**src/rcc_pkg.sv**
```systemverilog
// ----------------------------------------------------------------------------
// rcc_pkg
// shared types, codes and constants of the reference counted cache
// ----------------------------------------------------------------------------
package rcc_pkg;

    localparam int SLOTS_DEF     = 16;
    localparam int KEY_BITS_DEF  = 32;
    localparam int SIZE_BITS_DEF = 24;

    localparam int BUDGET_W = 28;
    localparam int SEED_W   = 16;
    localparam int REFS_W   = 16;
    localparam int FUNC_W   = 2;
    localparam int STATUS_W = 3;
    localparam int SLOT_W   = 4;
    localparam int USED_W   = 5;
    localparam int CTR_W    = 32;
    localparam int CFG_AW   = 1;

    localparam logic [BUDGET_W-1:0] BUDGET_RST = 28'd16777216;
    localparam logic [BUDGET_W-1:0] MAX28      = 28'hFFFFFFF;
    localparam logic [SEED_W-1:0]   SEED_RST   = 16'd44257;
    localparam logic [SEED_W-1:0]   LFSR_TAPS  = 16'hB400;
    localparam logic [REFS_W-1:0]   REFS_MAX   = 16'hFFFF;

    // operation codes
    localparam logic [FUNC_W-1:0] FN_REF = 2'd0;
    localparam logic [FUNC_W-1:0] FN_REL = 2'd1;

    // result status codes
    localparam logic [STATUS_W-1:0] ST_HIT      = 3'd0;
    localparam logic [STATUS_W-1:0] ST_LOADED   = 3'd1;
    localparam logic [STATUS_W-1:0] ST_NOSLOT   = 3'd2;
    localparam logic [STATUS_W-1:0] ST_LOADFAIL = 3'd3;
    localparam logic [STATUS_W-1:0] ST_RELEASED = 3'd4;
    localparam logic [STATUS_W-1:0] ST_FLUSHED  = 3'd5;

    // configuration register indexes
    localparam logic [CFG_AW-1:0] CFG_BUDGET = 1'd0;
    localparam logic [CFG_AW-1:0] CFG_SEED   = 1'd1;

    typedef enum logic [4:0] {
        S_IDLE,
        S_LK_RD,
        S_LK_CHK,
        S_VIC_STEP,
        S_VIC_MOD,
        S_VIC_RD,
        S_VIC_CHK,
        S_SCAN_RD,
        S_SCAN_CHK,
        S_MISS,
        S_BUDGET,
        S_SHR_CHK,
        S_REL_RD,
        S_REL_UPD,
        S_FL_RD,
        S_FL_CHK,
        S_DONE
    } t_state;

    typedef struct packed {
        logic              load;
        logic [SEED_W-1:0] seed;
        logic              step;
    } t_rng_req;

    function automatic logic [SEED_W-1:0] lfsr_step(input logic [SEED_W-1:0] s);
        logic [SEED_W-1:0] n;
        n = s >> 1;
        if (s[0]) begin
            n = n ^ LFSR_TAPS;
        end
        return n;
    endfunction

endpackage

```
**src/refcounted_random_evict_cache_top.sv**
```systemverilog
// ----------------------------------------------------------------------------
// refcounted_random_evict_cache_top
// fully associative cache with reference counts and random replacement
// ----------------------------------------------------------------------------
// steps: a random probe steps the lfsr, runs the reciprocal modulo, reads the
//   slot and checks it; a linear scan step reads the slot and checks it
// throughput: one transaction at a time; the entry store read port and the
//   modulo unit set the pace, stall stays high until the result is queued
// reset: synchronous; valid bits, counters and byte total clear at once,
//   so no clearing pass is needed
module refcounted_random_evict_cache_top #(
    parameter int SLOTS     = rcc_pkg::SLOTS_DEF,
    parameter int KEY_BITS  = rcc_pkg::KEY_BITS_DEF,
    parameter int SIZE_BITS = rcc_pkg::SIZE_BITS_DEF
) (
    input  logic                          i_clk,
    input  logic                          i_rst_n,
    // configuration
    input  logic                          i_cfg_we,
    input  logic [rcc_pkg::CFG_AW-1:0]    i_cfg_addr,
    input  logic [rcc_pkg::BUDGET_W-1:0]  i_cfg_wdata,
    // request channel
    input  logic                          i_in_valid,
    output logic                          o_in_stall,
    input  logic [rcc_pkg::FUNC_W-1:0]    i_func,
    input  logic [KEY_BITS-1:0]           i_key,
    input  logic [SIZE_BITS-1:0]          i_load_size,
    input  logic                          i_load_ok,
    input  logic [rcc_pkg::SLOT_W-1:0]    i_slot,
    // result channel
    output logic                          o_out_valid,
    input  logic                          i_out_stall,
    output logic [rcc_pkg::STATUS_W-1:0]  o_status,
    output logic [rcc_pkg::SLOT_W-1:0]    o_slot_out,
    output logic [SIZE_BITS-1:0]          o_entry_bytes,
    output logic [rcc_pkg::REFS_W-1:0]    o_entry_refs,
    output logic [rcc_pkg::BUDGET_W-1:0]  o_total_bytes,
    output logic [rcc_pkg::USED_W-1:0]    o_entries_used,
    output logic [rcc_pkg::CTR_W-1:0]     o_hits_total,
    output logic [rcc_pkg::CTR_W-1:0]     o_misses_total
);

    localparam int IDX_W  = $clog2(SLOTS);
    localparam int CNT_W  = $clog2(SLOTS + 1);
    localparam int TOT_W  = SIZE_BITS + CNT_W;
    localparam int CW     = (TOT_W > rcc_pkg::BUDGET_W) ? TOT_W : rcc_pkg::BUDGET_W;
    localparam int EW     = rcc_pkg::BUDGET_W + 1;
    localparam int PROBES = 4 * SLOTS;
    localparam int ATT_W  = $clog2(PROBES + 1);
    localparam int SH_W   = $clog2(PROBES);
    localparam int RW     = rcc_pkg::REFS_W;

    rcc_pkg::t_state r_state, n_state;

    // sequencer registers
    logic [IDX_W-1:0]     r_idx, n_idx;
    logic [IDX_W-1:0]     r_vic, n_vic;
    logic                 r_vic_ok, n_vic_ok;
    logic [IDX_W-1:0]     r_fresh, n_fresh;
    logic                 r_fresh_ok, n_fresh_ok;
    logic [ATT_W-1:0]     r_att, n_att;
    logic [SH_W-1:0]      r_sh, n_sh;
    logic                 r_shrink, n_shrink;

    // latched request
    logic [KEY_BITS-1:0]  r_key, n_key;
    logic [SIZE_BITS-1:0] r_size, n_size;
    logic                 r_load_ok, n_load_ok;

    // cache state
    logic [SLOTS-1:0]                 r_valid, n_valid;
    logic [CNT_W-1:0]                 r_count, n_count;
    logic [TOT_W-1:0]                 r_bytes, n_bytes;
    logic [rcc_pkg::CTR_W-1:0]        r_hits, n_hits;
    logic [rcc_pkg::CTR_W-1:0]        r_misses, n_misses;
    logic [rcc_pkg::BUDGET_W-1:0]     r_evict, n_evict;
    logic [CW-1:0]                    r_need, n_need;
    logic [rcc_pkg::BUDGET_W-1:0]     r_budget, n_budget;

    // pending result
    logic [rcc_pkg::STATUS_W-1:0]     r_res_status, n_res_status;
    logic [rcc_pkg::SLOT_W-1:0]       r_res_slot, n_res_slot;
    logic [SIZE_BITS-1:0]             r_res_bytes, n_res_bytes;
    logic [RW-1:0]                    r_res_refs, n_res_refs;

    // output register
    logic                             r_ov, n_ov;
    logic [rcc_pkg::STATUS_W-1:0]     r_o_status, n_o_status;
    logic [rcc_pkg::SLOT_W-1:0]       r_o_slot, n_o_slot;
    logic [SIZE_BITS-1:0]             r_o_bytes, n_o_bytes;
    logic [RW-1:0]                    r_o_refs, n_o_refs;
    logic [rcc_pkg::BUDGET_W-1:0]     r_o_total, n_o_total;
    logic [rcc_pkg::USED_W-1:0]       r_o_used, n_o_used;
    logic [rcc_pkg::CTR_W-1:0]        r_o_hits, n_o_hits;
    logic [rcc_pkg::CTR_W-1:0]        r_o_misses, n_o_misses;

    // entry store and random unit
    logic                 mem_we;
    logic [IDX_W-1:0]     mem_waddr;
    logic [KEY_BITS-1:0]  mem_wkey;
    logic [SIZE_BITS-1:0] mem_wsize;
    logic [RW-1:0]        mem_wrefs;
    logic [KEY_BITS-1:0]  rd_key;
    logic [SIZE_BITS-1:0] rd_size;
    logic [RW-1:0]        rd_refs;
    rcc_pkg::t_rng_req    rng_req;
    logic                 rng_ready;
    logic [IDX_W-1:0]     rng_idx;

    // decision terms
    logic              accept;
    logic              cur_valid;
    logic              last;
    logic              lk_hit;
    logic              fresh_now;
    logic              vic_take;
    logic              over;
    logic              shr_stop;
    logic              slot_ok;
    logic              out_free;
    logic              att_done;
    logic [TOT_W-1:0]  bytes_sub;
    logic [EW-1:0]     evict_sum;
    logic [CW-1:0]     bytes_wide;
    logic [RW-1:0]     rel_refs;
    rcc_pkg::t_state   vic_ret;

    assign accept     = i_in_valid && !o_in_stall;
    assign cur_valid  = r_valid[r_idx];
    assign last       = (r_idx == IDX_W'(SLOTS - 1));
    assign lk_hit     = cur_valid && (rd_key == r_key);
    assign fresh_now  = r_fresh_ok || !cur_valid;
    assign vic_take   = !cur_valid || (rd_refs == '0);
    assign bytes_wide = CW'(r_bytes);
    assign over       = bytes_wide > CW'(r_budget);
    assign shr_stop   = (CW'(r_evict) >= r_need) || (r_sh == SH_W'(PROBES - 1));
    assign slot_ok    = 32'(i_slot) < SLOTS;
    assign out_free   = !r_ov || !i_out_stall;
    assign att_done   = (r_att == ATT_W'(PROBES));
    assign bytes_sub  = r_bytes - TOT_W'(rd_size);
    assign evict_sum  = EW'(r_evict) + EW'(rd_size);
    assign rel_refs   = (cur_valid && rd_refs != '0) ? rd_refs - RW'(1) : '0;
    assign vic_ret    = r_shrink ? rcc_pkg::S_SHR_CHK : rcc_pkg::S_MISS;

    assign o_in_stall = (r_state != rcc_pkg::S_IDLE);

    // next state
    always_comb begin
        n_state = r_state;
        case (r_state)
            rcc_pkg::S_IDLE: begin
                if (i_in_valid) begin
                    case (i_func)
                        rcc_pkg::FN_REF: n_state = rcc_pkg::S_LK_RD;
                        rcc_pkg::FN_REL: n_state = slot_ok ? rcc_pkg::S_REL_RD
                                                           : rcc_pkg::S_DONE;
                        default:         n_state = rcc_pkg::S_FL_RD;
                    endcase
                end
            end
            rcc_pkg::S_LK_RD:  n_state = rcc_pkg::S_LK_CHK;
            rcc_pkg::S_LK_CHK: begin
                if (lk_hit) begin
                    n_state = rcc_pkg::S_DONE;
                end else if (last) begin
                    n_state = fresh_now ? rcc_pkg::S_MISS : rcc_pkg::S_VIC_STEP;
                end else begin
                    n_state = rcc_pkg::S_LK_RD;
                end
            end
            rcc_pkg::S_VIC_STEP: n_state = att_done ? rcc_pkg::S_SCAN_RD : rcc_pkg::S_VIC_MOD;
            rcc_pkg::S_VIC_MOD: begin
                if (rng_ready) begin
                    n_state = rcc_pkg::S_VIC_RD;
                end
            end
            rcc_pkg::S_VIC_RD:  n_state = rcc_pkg::S_VIC_CHK;
            rcc_pkg::S_VIC_CHK: n_state = vic_take ? vic_ret : rcc_pkg::S_VIC_STEP;
            rcc_pkg::S_SCAN_RD: n_state = rcc_pkg::S_SCAN_CHK;
            rcc_pkg::S_SCAN_CHK: begin
                if (vic_take || last) begin
                    n_state = vic_ret;
                end else begin
                    n_state = rcc_pkg::S_SCAN_RD;
                end
            end
            rcc_pkg::S_MISS: n_state = (r_vic_ok && r_load_ok) ? rcc_pkg::S_BUDGET
                                                               : rcc_pkg::S_DONE;
            rcc_pkg::S_BUDGET:  n_state = over ? rcc_pkg::S_VIC_STEP : rcc_pkg::S_DONE;
            rcc_pkg::S_SHR_CHK: n_state = shr_stop ? rcc_pkg::S_DONE : rcc_pkg::S_VIC_STEP;
            rcc_pkg::S_REL_RD:  n_state = rcc_pkg::S_REL_UPD;
            rcc_pkg::S_REL_UPD: n_state = rcc_pkg::S_DONE;
            rcc_pkg::S_FL_RD:   n_state = rcc_pkg::S_FL_CHK;
            rcc_pkg::S_FL_CHK:  n_state = last ? rcc_pkg::S_DONE : rcc_pkg::S_FL_RD;
            rcc_pkg::S_DONE: begin
                if (out_free) begin
                    n_state = rcc_pkg::S_IDLE;
                end
            end
            default: n_state = rcc_pkg::S_IDLE;
        endcase
    end

    // datapath and outputs of the sequencer
    always_comb begin
        n_idx        = r_idx;
        n_vic        = r_vic;
        n_vic_ok     = r_vic_ok;
        n_fresh      = r_fresh;
        n_fresh_ok   = r_fresh_ok;
        n_att        = r_att;
        n_sh         = r_sh;
        n_shrink     = r_shrink;
        n_key        = r_key;
        n_size       = r_size;
        n_load_ok    = r_load_ok;
        n_valid      = r_valid;
        n_count      = r_count;
        n_bytes      = r_bytes;
        n_hits       = r_hits;
        n_misses     = r_misses;
        n_evict      = r_evict;
        n_need       = r_need;
        n_budget     = r_budget;
        n_res_status = r_res_status;
        n_res_slot   = r_res_slot;
        n_res_bytes  = r_res_bytes;
        n_res_refs   = r_res_refs;
        n_ov         = r_ov;
        n_o_status   = r_o_status;
        n_o_slot     = r_o_slot;
        n_o_bytes    = r_o_bytes;
        n_o_refs     = r_o_refs;
        n_o_total    = r_o_total;
        n_o_used     = r_o_used;
        n_o_hits     = r_o_hits;
        n_o_misses   = r_o_misses;
        mem_we       = 1'b0;
        mem_waddr    = r_idx;
        mem_wkey     = rd_key;
        mem_wsize    = rd_size;
        mem_wrefs    = rd_refs;
        rng_req      = '0;

        // result taken downstream
        if (r_ov && !i_out_stall) begin
            n_ov = 1'b0;
        end

        // configuration writes must arrive only while idle; the block does not enforce it
        if (i_cfg_we) begin
            case (i_cfg_addr)
                rcc_pkg::CFG_BUDGET: n_budget = i_cfg_wdata;
                rcc_pkg::CFG_SEED: begin
                    rng_req.load = 1'b1;
                    rng_req.seed = (i_cfg_wdata[rcc_pkg::SEED_W-1:0] == '0)
                                 ? rcc_pkg::SEED_W'(1)
                                 : i_cfg_wdata[rcc_pkg::SEED_W-1:0];
                end
                default: ;
            endcase
        end

        case (r_state)
            rcc_pkg::S_IDLE: begin
                if (accept) begin
                    n_key        = i_key;
                    n_size       = i_load_size;
                    n_load_ok    = i_load_ok;
                    n_fresh_ok   = 1'b0;
                    n_shrink     = 1'b0;
                    n_att        = '0;
                    n_idx        = (i_func == rcc_pkg::FN_REL && slot_ok)
                                 ? IDX_W'(i_slot) : '0;
                    n_res_slot   = '0;
                    n_res_bytes  = '0;
                    n_res_refs   = '0;
                    n_res_status = rcc_pkg::ST_FLUSHED;
                    if (i_func == rcc_pkg::FN_REL) begin
                        n_res_status = rcc_pkg::ST_RELEASED;
                        n_res_slot   = i_slot;
                    end
                end
            end
            rcc_pkg::S_LK_CHK: begin
                if (lk_hit) begin
                    mem_we       = 1'b1;
                    mem_wrefs    = (rd_refs == rcc_pkg::REFS_MAX) ? rd_refs : rd_refs + RW'(1);
                    n_hits       = r_hits + 1'b1;
                    n_res_status = rcc_pkg::ST_HIT;
                    n_res_slot   = rcc_pkg::SLOT_W'(r_idx);
                    n_res_bytes  = rd_size;
                    n_res_refs   = mem_wrefs;
                end else begin
                    // remember the first empty slot
                    if (!cur_valid && !r_fresh_ok) begin
                        n_fresh    = r_idx;
                        n_fresh_ok = 1'b1;
                    end
                    if (last) begin
                        if (fresh_now) begin
                            n_vic    = r_fresh_ok ? r_fresh : r_idx;
                            n_vic_ok = 1'b1;
                        end
                    end else begin
                        n_idx = r_idx + 1'b1;
                    end
                end
            end
            rcc_pkg::S_VIC_STEP: begin
                if (att_done) begin
                    n_idx = '0;
                end else begin
                    rng_req.step = 1'b1;
                    n_att        = r_att + 1'b1;
                end
            end
            rcc_pkg::S_VIC_MOD: begin
                if (rng_ready) begin
                    n_idx = rng_idx;
                end
            end
            rcc_pkg::S_VIC_CHK, rcc_pkg::S_SCAN_CHK, rcc_pkg::S_FL_CHK: begin
                if (r_state == rcc_pkg::S_FL_CHK) begin
                    if (!last) begin
                        n_idx = r_idx + 1'b1;
                    end
                end else if (vic_take) begin
                    n_vic    = r_idx;
                    n_vic_ok = 1'b1;
                end else if (r_state == rcc_pkg::S_SCAN_CHK) begin
                    if (last) begin
                        n_vic_ok = 1'b0;
                    end else begin
                        n_idx = r_idx + 1'b1;
                    end
                end
                // drop an unreferenced valid entry
                if (cur_valid && rd_refs == '0) begin
                    n_valid[r_idx] = 1'b0;
                    n_count        = r_count - 1'b1;
                    n_bytes        = bytes_sub;
                    n_evict        = (evict_sum > EW'(rcc_pkg::MAX28))
                                   ? rcc_pkg::MAX28 : evict_sum[rcc_pkg::BUDGET_W-1:0];
                end
            end
            rcc_pkg::S_MISS: begin
                if (!r_vic_ok) begin
                    n_res_status = rcc_pkg::ST_NOSLOT;
                end else if (!r_load_ok) begin
                    n_res_status = rcc_pkg::ST_LOADFAIL;
                end else begin
                    mem_we         = 1'b1;
                    mem_waddr      = r_vic;
                    mem_wkey       = r_key;
                    mem_wsize      = r_size;
                    mem_wrefs      = RW'(1);
                    n_valid[r_vic] = 1'b1;
                    n_count        = r_count + 1'b1;
                    n_bytes        = r_bytes + TOT_W'(r_size);
                    n_misses       = r_misses + 1'b1;
                    n_res_status   = rcc_pkg::ST_LOADED;
                    n_res_slot     = rcc_pkg::SLOT_W'(r_vic);
                    n_res_bytes    = r_size;
                    n_res_refs     = RW'(1);
                end
            end
            rcc_pkg::S_BUDGET: begin
                if (over) begin
                    n_need   = bytes_wide - CW'(r_budget);
                    n_evict  = '0;
                    n_sh     = '0;
                    n_att    = '0;
                    n_shrink = 1'b1;
                end
            end
            rcc_pkg::S_SHR_CHK: begin
                if (!shr_stop) begin
                    n_sh  = r_sh + 1'b1;
                    n_att = '0;
                end
            end
            rcc_pkg::S_REL_UPD: begin
                mem_we      = cur_valid;
                mem_wrefs   = rel_refs;
                n_res_bytes = cur_valid ? rd_size : '0;
                n_res_refs  = rel_refs;
            end
            rcc_pkg::S_DONE: begin
                if (out_free) begin
                    n_ov       = 1'b1;
                    n_o_status = r_res_status;
                    n_o_slot   = r_res_slot;
                    n_o_bytes  = r_res_bytes;
                    n_o_refs   = r_res_refs;
                    n_o_total  = (bytes_wide > CW'(rcc_pkg::MAX28))
                               ? rcc_pkg::MAX28 : rcc_pkg::BUDGET_W'(bytes_wide);
                    n_o_used   = rcc_pkg::USED_W'(r_count);
                    n_o_hits   = r_hits;
                    n_o_misses = r_misses;
                end
            end
            default: ;
        endcase
    end

    always_ff @(posedge i_clk) begin
        if (!i_rst_n) begin
            r_state  <= rcc_pkg::S_IDLE;
            r_valid  <= '0;
            r_count  <= '0;
            r_bytes  <= '0;
            r_hits   <= '0;
            r_misses <= '0;
            r_evict  <= '0;
            r_budget <= rcc_pkg::BUDGET_RST;
            r_ov     <= 1'b0;
        end else begin
            r_state  <= n_state;
            r_valid  <= n_valid;
            r_count  <= n_count;
            r_bytes  <= n_bytes;
            r_hits   <= n_hits;
            r_misses <= n_misses;
            r_evict  <= n_evict;
            r_budget <= n_budget;
            r_ov     <= n_ov;
        end
        r_idx        <= n_idx;
        r_vic        <= n_vic;
        r_vic_ok     <= n_vic_ok;
        r_fresh      <= n_fresh;
        r_fresh_ok   <= n_fresh_ok;
        r_att        <= n_att;
        r_sh         <= n_sh;
        r_shrink     <= n_shrink;
        r_key        <= n_key;
        r_size       <= n_size;
        r_load_ok    <= n_load_ok;
        r_need       <= n_need;
        r_res_status <= n_res_status;
        r_res_slot   <= n_res_slot;
        r_res_bytes  <= n_res_bytes;
        r_res_refs   <= n_res_refs;
        r_o_status   <= n_o_status;
        r_o_slot     <= n_o_slot;
        r_o_bytes    <= n_o_bytes;
        r_o_refs     <= n_o_refs;
        r_o_total    <= n_o_total;
        r_o_used     <= n_o_used;
        r_o_hits     <= n_o_hits;
        r_o_misses   <= n_o_misses;
    end

    rcc_mem #(
        .SLOTS     (SLOTS),
        .KEY_BITS  (KEY_BITS),
        .SIZE_BITS (SIZE_BITS)
    ) u_mem (
        .i_clk   (i_clk),
        .i_we    (mem_we),
        .i_waddr (mem_waddr),
        .i_wkey  (mem_wkey),
        .i_wsize (mem_wsize),
        .i_wrefs (mem_wrefs),
        .i_raddr (r_idx),
        .o_rkey  (rd_key),
        .o_rsize (rd_size),
        .o_rrefs (rd_refs)
    );

    rcc_rng #(
        .SLOTS (SLOTS)
    ) u_rng (
        .i_clk   (i_clk),
        .i_rst_n (i_rst_n),
        .i_req   (rng_req),
        .o_ready (rng_ready),
        .o_idx   (rng_idx)
    );

    assign o_out_valid    = r_ov;
    assign o_status       = r_o_status;
    assign o_slot_out     = r_o_slot;
    assign o_entry_bytes  = r_o_bytes;
    assign o_entry_refs   = r_o_refs;
    assign o_total_bytes  = r_o_total;
    assign o_entries_used = r_o_used;
    assign o_hits_total   = r_o_hits;
    assign o_misses_total = r_o_misses;

endmodule

```
**src/rcc_mem.sv**
```systemverilog
// ----------------------------------------------------------------------------
// rcc_mem
// entry store: key, byte size and reference count, one write and one read port
// ----------------------------------------------------------------------------
module rcc_mem #(
    parameter int SLOTS     = rcc_pkg::SLOTS_DEF,
    parameter int KEY_BITS  = rcc_pkg::KEY_BITS_DEF,
    parameter int SIZE_BITS = rcc_pkg::SIZE_BITS_DEF,
    localparam int IDX_W    = $clog2(SLOTS)
) (
    input  logic                      i_clk,
    input  logic                      i_we,
    input  logic [IDX_W-1:0]          i_waddr,
    input  logic [KEY_BITS-1:0]       i_wkey,
    input  logic [SIZE_BITS-1:0]      i_wsize,
    input  logic [rcc_pkg::REFS_W-1:0] i_wrefs,
    input  logic [IDX_W-1:0]          i_raddr,
    output logic [KEY_BITS-1:0]       o_rkey,
    output logic [SIZE_BITS-1:0]      o_rsize,
    output logic [rcc_pkg::REFS_W-1:0] o_rrefs
);

    logic [KEY_BITS-1:0]        r_key  [SLOTS];
    logic [SIZE_BITS-1:0]       r_size [SLOTS];
    logic [rcc_pkg::REFS_W-1:0] r_refs [SLOTS];

    always_ff @(posedge i_clk) begin
        if (i_we) begin
            r_key[i_waddr]  <= i_wkey;
            r_size[i_waddr] <= i_wsize;
            r_refs[i_waddr] <= i_wrefs;
        end
        o_rkey  <= r_key[i_raddr];
        o_rsize <= r_size[i_raddr];
        o_rrefs <= r_refs[i_raddr];
    end

endmodule

```
**src/rcc_rng.sv**
```systemverilog
// ----------------------------------------------------------------------------
// rcc_rng
// replacement lfsr with a reciprocal multiply and a remainder step giving the probe slot
// ----------------------------------------------------------------------------
module rcc_rng #(
    parameter int SLOTS  = rcc_pkg::SLOTS_DEF,
    localparam int IDX_W = $clog2(SLOTS)
) (
    input  logic              i_clk,
    input  logic              i_rst_n,
    input  rcc_pkg::t_rng_req i_req,
    output logic              o_ready,
    output logic [IDX_W-1:0]  o_idx
);

    // ceil(2^32 / slots) gives an exact quotient for every 16-bit value
    localparam logic [31:0] RECIP =
        32'(((64'd1 << 32) + 64'(SLOTS) - 64'd1) / 64'(SLOTS));
    localparam logic [rcc_pkg::SEED_W-1:0] DIV = rcc_pkg::SEED_W'(SLOTS);

    logic [rcc_pkg::SEED_W-1:0] r_lfsr, n_lfsr;
    logic [1:0]                 r_cnt, n_cnt;
    logic [rcc_pkg::SEED_W-1:0] r_q, n_q;
    logic [IDX_W-1:0]           r_rem, n_rem;
    logic [47:0]                prod;
    logic [rcc_pkg::SEED_W-1:0] qd;
    logic [rcc_pkg::SEED_W-1:0] rem_full;

    assign prod     = 48'(r_lfsr) * 48'(RECIP);
    assign qd       = r_q * DIV;
    assign rem_full = r_lfsr - qd;

    always_comb begin
        n_lfsr = r_lfsr;
        n_cnt  = r_cnt;
        n_q    = r_q;
        n_rem  = r_rem;
        if (i_req.load) begin
            n_lfsr = i_req.seed;
        end else if (i_req.step) begin
            n_lfsr = rcc_pkg::lfsr_step(r_lfsr);
            n_cnt  = 2'd2;
        end else if (r_cnt == 2'd2) begin
            // quotient by reciprocal multiply
            n_q   = prod[47:32];
            n_cnt = 2'd1;
        end else if (r_cnt == 2'd1) begin
            // remainder from the quotient
            n_rem = rem_full[IDX_W-1:0];
            n_cnt = 2'd0;
        end
    end

    always_ff @(posedge i_clk) begin
        if (!i_rst_n) begin
            r_lfsr <= rcc_pkg::SEED_RST;
            r_cnt  <= '0;
        end else begin
            r_lfsr <= n_lfsr;
            r_cnt  <= n_cnt;
        end
        r_q   <= n_q;
        r_rem <= n_rem;
    end

    assign o_ready = (r_cnt == 2'd0);
    assign o_idx   = r_rem;

endmodule

```
**config.mk**
```make
export PLATFORM = sky130hd
export DESIGN_NAME = refcounted_random_evict_cache_top
export DESIGN_NICKNAME = d
export VERILOG_FILES = /design/src/rcc_pkg.sv /design/src/refcounted_random_evict_cache_top.sv /design/src/rcc_mem.sv /design/src/rcc_rng.sv
export SDC_FILE = /design/constraint.sdc
export NUM_CORES = 2
export LEC_CHECK = 0
export BUFFER_PORTS_ARGS = -buffer_cell sky130_fd_sc_hd__buf_4
export CAP_MARGIN = 0
export CORE_MARGIN = 4
export CORE_UTILIZATION = 55
export DETAILED_ROUTE_END_ITERATION = 16
export HOLD_SLACK_MARGIN = 0.05
export PLACE_DENSITY_LB_ADDON = 0.08
export SLEW_MARGIN = 20
export SYNTH_ARGS = -nofsm -noshare
export SYNTH_HDL_FRONTEND = slang
export SYNTH_HIERARCHICAL = 1
export SYNTH_SLANG_ARGS = --single-unit
```
**constraint.sdc**
```tcl
create_clock -name i_clk -period 10 [get_ports i_clk]
set_clock_uncertainty 0.15 [all_clocks]
set_input_delay 1 -clock i_clk [delete_from_list [all_inputs] [get_ports i_clk]]
set_output_delay 1 -clock i_clk [all_outputs]
set_load 0.01 [all_outputs]
```
-- After elaboration in Yosys (flattened, before gate mapping)
Memories as Yosys holds them, arrays and structs flattened. A register that Yosys moved wholly into a read port is not among the register bits.
Index checks and enable logic that the tools add are counted.
- flip-flop bits (word level): 503
- memory bits (writable): 1152
- bits of input ports: 97
- output and inout port bits: 146
- logic and storage cells: 310
- memories: 3
- add/sub/neg operators: 14
- $lt $le $gt $ge: 8
- equality and inequality tests: 46
- muxes and demuxes: 133
- bitwise operators: 9
- reductions and logical operators: 61
- memories (memory ; words ; bits a word ; rd ports ; clocked after Yosys merged registers in ; wr ports ; line ; RTL):
    u_mem.r_key ; 16 ; 32 ; 1 ; 1 ; 1 ; rcc_mem.sv:23 ; logic [KEY_BITS-1:0] r_key [SLOTS];
    u_mem.r_size ; 16 ; 24 ; 1 ; 1 ; 1 ; rcc_mem.sv:24 ; logic [SIZE_BITS-1:0] r_size [SLOTS];
    u_mem.r_refs ; 16 ; 16 ; 1 ; 1 ; 1 ; rcc_mem.sv:25 ; logic [rcc_pkg::REFS_W-1:0] r_refs [SLOTS];
- operators by type and width (kind ; number):
    $mux W16 ; 16
    $mux W24 ; 8
    $mux W4 ; 25
    $mux W32 ; 3
    $pmux W24 S4 ; 1
    $mux W29 ; 3
    $pmux W5 S17 ; 1
    $mux W28 ; 3
    $add A32 B1 Y32 const B ; 2
    $pmux W16 S4 ; 1
    $gt A29 B28 Y1 const B ; 2
    $pmux W29 S2 ; 1
    $pmux W28 S2 ; 1
    $mux W5 ; 11
    $pmux W16 S3 ; 1
    $eq A5 B4 Y1 const B ; 8
    $ne A2 B2 Y1 const B ; 18
    $mux W17 ; 2
    $eq A32 B32 Y1 ; 1
    $logic_not A16 Y1 ; 2
    $pmux W16 S2 ; 1
    $add A28 B24 Y29 ; 1
    $add A29 B24 Y29 ; 1
    $ge A28 B29 Y1 ; 1
    62 further kinds ; 157

-- Depth between registers and ports, before layout
- word-level depth: 8
- mapped depth: 20
- mapped depth without buffers: 19

-- Modules after synthesis
Netlist, hierarchy kept.
- modules (own cells, without submodules) (module ; times used ; cells each ; area an instance (um2) ; seq. area each (um2)):
    rcc_mem ; 1 ; 1850 ; 44549.0 ; 36034.6
    refcounted_random_evict_cache_top ; 1 ; 2707 ; 25927.4 ; 12682.2
    rcc_rng ; 1 ; 92 ; 1032.2 ; 480.5

-- Worst setup path before layout
No wires, ideal clock.
- path type: input to register
- from: in i_out_stall
- to: reg r_o_used (netlist bit o_entries_used[0]) (enable)
- library setup time: 695 ps
- arrival: 7771 ps
- setup slack: 1384 ps
- stages: 1
- cells stage by stage: a21oi_1
- longest elaborated chain between the ends: 3
- ends and longest elaborated chain (element ; line ; RTL):
    start: declaration ; refcounted_random_evict_cache_top.sv:32 ; input logic i_out_stall,
    $logic_not A1 Y1 ; refcounted_random_evict_cache_top.sv:138 ; assign out_free = !r_ov || !i_out_stall;
    $logic_or A1 B1 Y1 ; refcounted_random_evict_cache_top.sv:138 ;
    $reduce_and A2 Y1 (no source line) ; - ;
    end signal: assignment ; refcounted_random_evict_cache_top.sv:450 ; r_o_used <= n_o_used;
    end: declaration ; refcounted_random_evict_cache_top.sv:93 ; logic [rcc_pkg::USED_W-1:0] r_o_used, n_o_used;
No other way between the ends.
A chain may end at the register's enable or synchronous reset.

-- Final worst setup path
- from: reg r_state[1]
- to: mem u_mem/r_refs[3][7] (netlist bit) (enable)
- longest elaborated chain between the ends: 4
- ends and longest elaborated chain (element ; line ; RTL):
    start: declaration ; refcounted_random_evict_cache_top.sv:53 ; rcc_pkg::t_state r_state, n_state;
    start signal: assignment ; refcounted_random_evict_cache_top.sv:409 ; r_state <= rcc_pkg::S_IDLE;
    start signal: assignment ; refcounted_random_evict_cache_top.sv:419 ; r_state <= n_state;
    $eq A5 B4 Y1 or $eq A5 B2 Y1 (tied branches) ; refcounted_random_evict_cache_top.sv:264 ; case (r_state)
    $pmux W1 S3 (*) ; refcounted_random_evict_cache_top.sv:264 ;
    named net mem_we ; refcounted_random_evict_cache_top.sv:98 ; logic mem_we;
    $mux W1 (*) ; rcc_mem.sv:28 ; if (i_we) begin
    $mux W1 (implied by the code) (*) ; rcc_mem.sv:31 ; r_refs[i_waddr] <= i_wrefs;
    end: declaration ; rcc_mem.sv:25 ;
The timed path passes the listed nets; every way through them passes the cells marked *.

==> results.md <==
- Achievable Freq: 172 MHz
- Post-Syn Area: 71500 sq um
- WL per Instance: 24.8 um
- NetSw: 0.00666 W
- # rows: 132
- Pwr Total: 0.0216 W
- Comb pwr share: 0.253
- Io pins: 243
- Non-Filler Instances: 6821
- Starting Density: 0.553
- Final-report setup violation count: 0
- Via count: 40787
- Int Pwr: 0.0150 W
- Total placed cells including tap cells: 6490
- Crit. End Element: flip-flop
- Die area: 136000 sq um
- Worst Setup Path Type: flip-flop to flip-flop
- Total of max-cap violations: 0
- Worst Hold Class: primary input to flip-flop
- Core area: 129000 sq um
- Max transition margin: 0.233
- YS warnings: 6
- Mapped Nets: 4873
- Final min period: 5.80 ns
- Seq/Total Area, Yosys: 0.688
- Number of global-route vias before repair: 40176
- Hold-fix buffer count after cts: 0
- Final Hold Viols: 0
- Pre-antenna DRT Iters: 6
- CTS resizes: 0
- Pins Over Slew Limit: 0
- Grt ovf: 0
- Async S/R FF share, synth: 0
- Die H: 369 um
- Leakage: 28.6 nW
- Setup TNS: 0 ns
- Mapped Cells: 4649
- Number of synthesized flops with an enable pin: 1461
- Dpl cell area: 75200 sq um
- Slew of the pin with the lowest slew margin: 1.15 ns
- Clock transition at path regs: 0.06 ns
- CTS Buffer Depth: 3
- Layout cell share with drive strength beyond 1: 0.189
- Root Buffer: clkbuf_16
- Non-Filler Cell Area, Final: 81000 sq um
- GRT Util Overall: 0.249
- Commonest non-fill, non-tap cell in the layout: edfxtp_1
- Hold_ws: 0.242 ns
- DRT antenna net count: 0
- Register bit count reported by yosys: 1727
- Drt drc: 0
- Peak VDD IR: 0.000231 V
- Clk_lat worst skew: 0.80 ns
- Area Growth Syn to Fin: 13.3%
- CTS buffer count: 175
- Commonest register cell after synthesis: edfxtp_1
- Filler cells: 9498
- Flop pwr share: 0.448
- Outcome: finished, final reports clean
- PwrDens: 267 nW/um^2
- Dpl hpwl: 104 mm
- Startpoint Class: flip-flop
- H-tree Lvls: 4
- Crit share post-route: 0.580
- CTS tree: done
- RSZ-0062 raised after global routing: no
- Port bufs: 242
- DR vias/cell: 5.98
- Initial antenna violation count: 0
- Part of the power in the clock network: 0.299
- First-pass GRT wire length: 255 mm
- Library cells used by synthesis: 87
- Die W: 369 um
- Switching share of power: 0.308
- Avg Cell Area, Syn: 15.4 sq um
- Global placement routability congestion: 0.884
- Worst Path Required: 10.25 ns
- DRT Wirelength: 169 mm
- Critical Path Fanout Max: 45
- Largest net degree at the start of global routing: 153
- Commonest cells after routing, fill and taps aside: 1461 x edfxtp_1, 602 x nand2_1, 317 x buf_4
- Iteration-0 DRC Markers: 3851
- Post-CTS setup buffers: 0
- Final #Nets: 5150
- Worst Path Arrival: 6.06 ns
- Num Clock Sinks: 1727
## flip-flops by register name, indices dropped and copies added, names as in the netlist, 24 cells and up
register	count
r_key	32
bytes_wide	29
r_hits	32
o_entry_bytes	24
r_budget	28
o_total_bytes	28
u_mem/r_refs	256
r_size	24
u_mem/r_key	512
o_hits_total	32
u_mem/o_rkey	32
u_mem/o_rsize	24
r_evict	28
o_misses_total	32
r_misses	32
u_mem/r_size	384
r_res_bytes	24
r_need	29
## through the flow
step | worst slack (ns) | util
after floorplan | 1.38 | -
after global placement | 4.33 | 0.581
after detailed placement | 4.21 | 0.582
after CTS | 4.22 | 0.626
after global routing | 3.87 | 0.626
final | 4.20 | 0.626
## power by group through the flow
stage	clock [W]	sequential [W]	combinational (W)
6_report	0.00646	0.00968	0.00548
5_1_grt	0.00692	0.00973	0.00599
4_1_cts	0.00660	0.00967	0.00552
3_5_place_dp	0	0.00982	0.00549
3_3_place_gp	0	0.00981	0.00542
2_1_floorplan	0	0.00955	0.00397
## path summary, 6_finish.rpt
kind | start | end | slack, ns | depth (start not counted)
worst max-delay path | r_state[1]$_SDFFE_PN0P_ | u_mem/r_refs[3][7]$_DFFE_PP_ | 4.20 | 9
worst min-delay path | i_load_size[2] | r_size[2]$_DFFE_PP_ | 0.24 | 1
worst max register to register | r_state[1]$_SDFFE_PN0P_ | u_mem/r_refs[3][7]$_DFFE_PP_ | 4.20 | 9
worst min register to register | r_res_refs[7]$_DFFE_PP_ | o_entry_refs[7]$_DFFE_PP_ | 0.26 | 0
## synth_stat cells, drive strengths merged, types with 5 or more instances
cell / number / area (sq um)
xor2: 76 / 666
nor2b: 37 / 231
and2: 58 / 364
nor4: 18 / 119
a21boi: 81 / 608
nand3: 67 / 340
o221ai: 8 / 70.1
mux2i: 10 / 100
o22ai: 13 / 81.3
or3: 36 / 230
and3b: 9 / 78.8
nor2: 157 / 592
o211ai: 16 / 120
nand2: 604 / 2270
o21a: 11 / 82.6
a211o: 6 / 52.6
a31oi: 12 / 75.1
nand4: 43 / 275
a211oi: 17 / 128
or2: 37 / 231
o21bai: 11 / 82.6
mux2: 12 / 135
a221oi: 12 / 105
nand2b: 35 / 219
clkbuf: 150 / 564
o31ai: 6 / 50.1
or4: 7 / 52.6
buf: 71 / 527
o211a: 15 / 150
nor3: 49 / 257
nor4b: 7 / 61.3
edfxtp: 1461 / 43900
o21ai: 157 / 786
ha: 123 / 1540
a21oi: 113 / 566
mux4: 293 / 6600
dfxtp: 266 / 5330
and3: 46 / 289
xnor2: 119 / 1040
a21o: 51 / 383
inv: 112 / 420
a31o: 5 / 43.8
a22oi: 155 / 1160
## per-layer routing
layer,track usage,up-vias,share of wire
met4,0.0662,0,0.023
met5,0,-,0
met1,0.360,20757,0.43
met2,0.401,1392,0.48
met3,0.0406,234,0.066
li1,-,18404,-
## logic make-up (layout without fill, tap and decap cells)
kind of cell / count (synthesis) / count (layout) / synth area share
flops: 1727 / 1727 / 0.688
simple gates: 1230 / 1230 / 0.0810
compound gates: 722 / 722 / 0.0678
buf+inv: 333 / 762 / 0.0211
mux: 315 / 315 / 0.0956
xor+xnor: 195 / 195 / 0.0239
fa+ha+maj: 127 / 127 / 0.0226
other cells: 0 / 1 / 0
## critical path, cell delays in order (launching register included)
cell and delay (ns):
dfxtp_1 0.76, nor2b_1 0.35, nand2_1 0.46, inv_1 0.74, nand4_1 0.15, buf_4 0.25
nand3_1 0.26, or3b_2 0.60, nor2_4 0.85, buf_4 0.80
## cell type report
cell class,count,area (sq um),share of cell area
Sequential cell,1727,49200,0.607
Multi-Input combinational cell,2589,21000,0.259
Clock buffer,235,4820,0.0595
Timing Repair Buffer,321,2450,0.0303
Tap cell,1742,2180,0.0269
Clock inverter,94,937,0.0116
Inverter,112,422,0.00520
Antenna cell,1,2.50,0.0000309
Note: power is estimated with default switching activity, not from simulation.
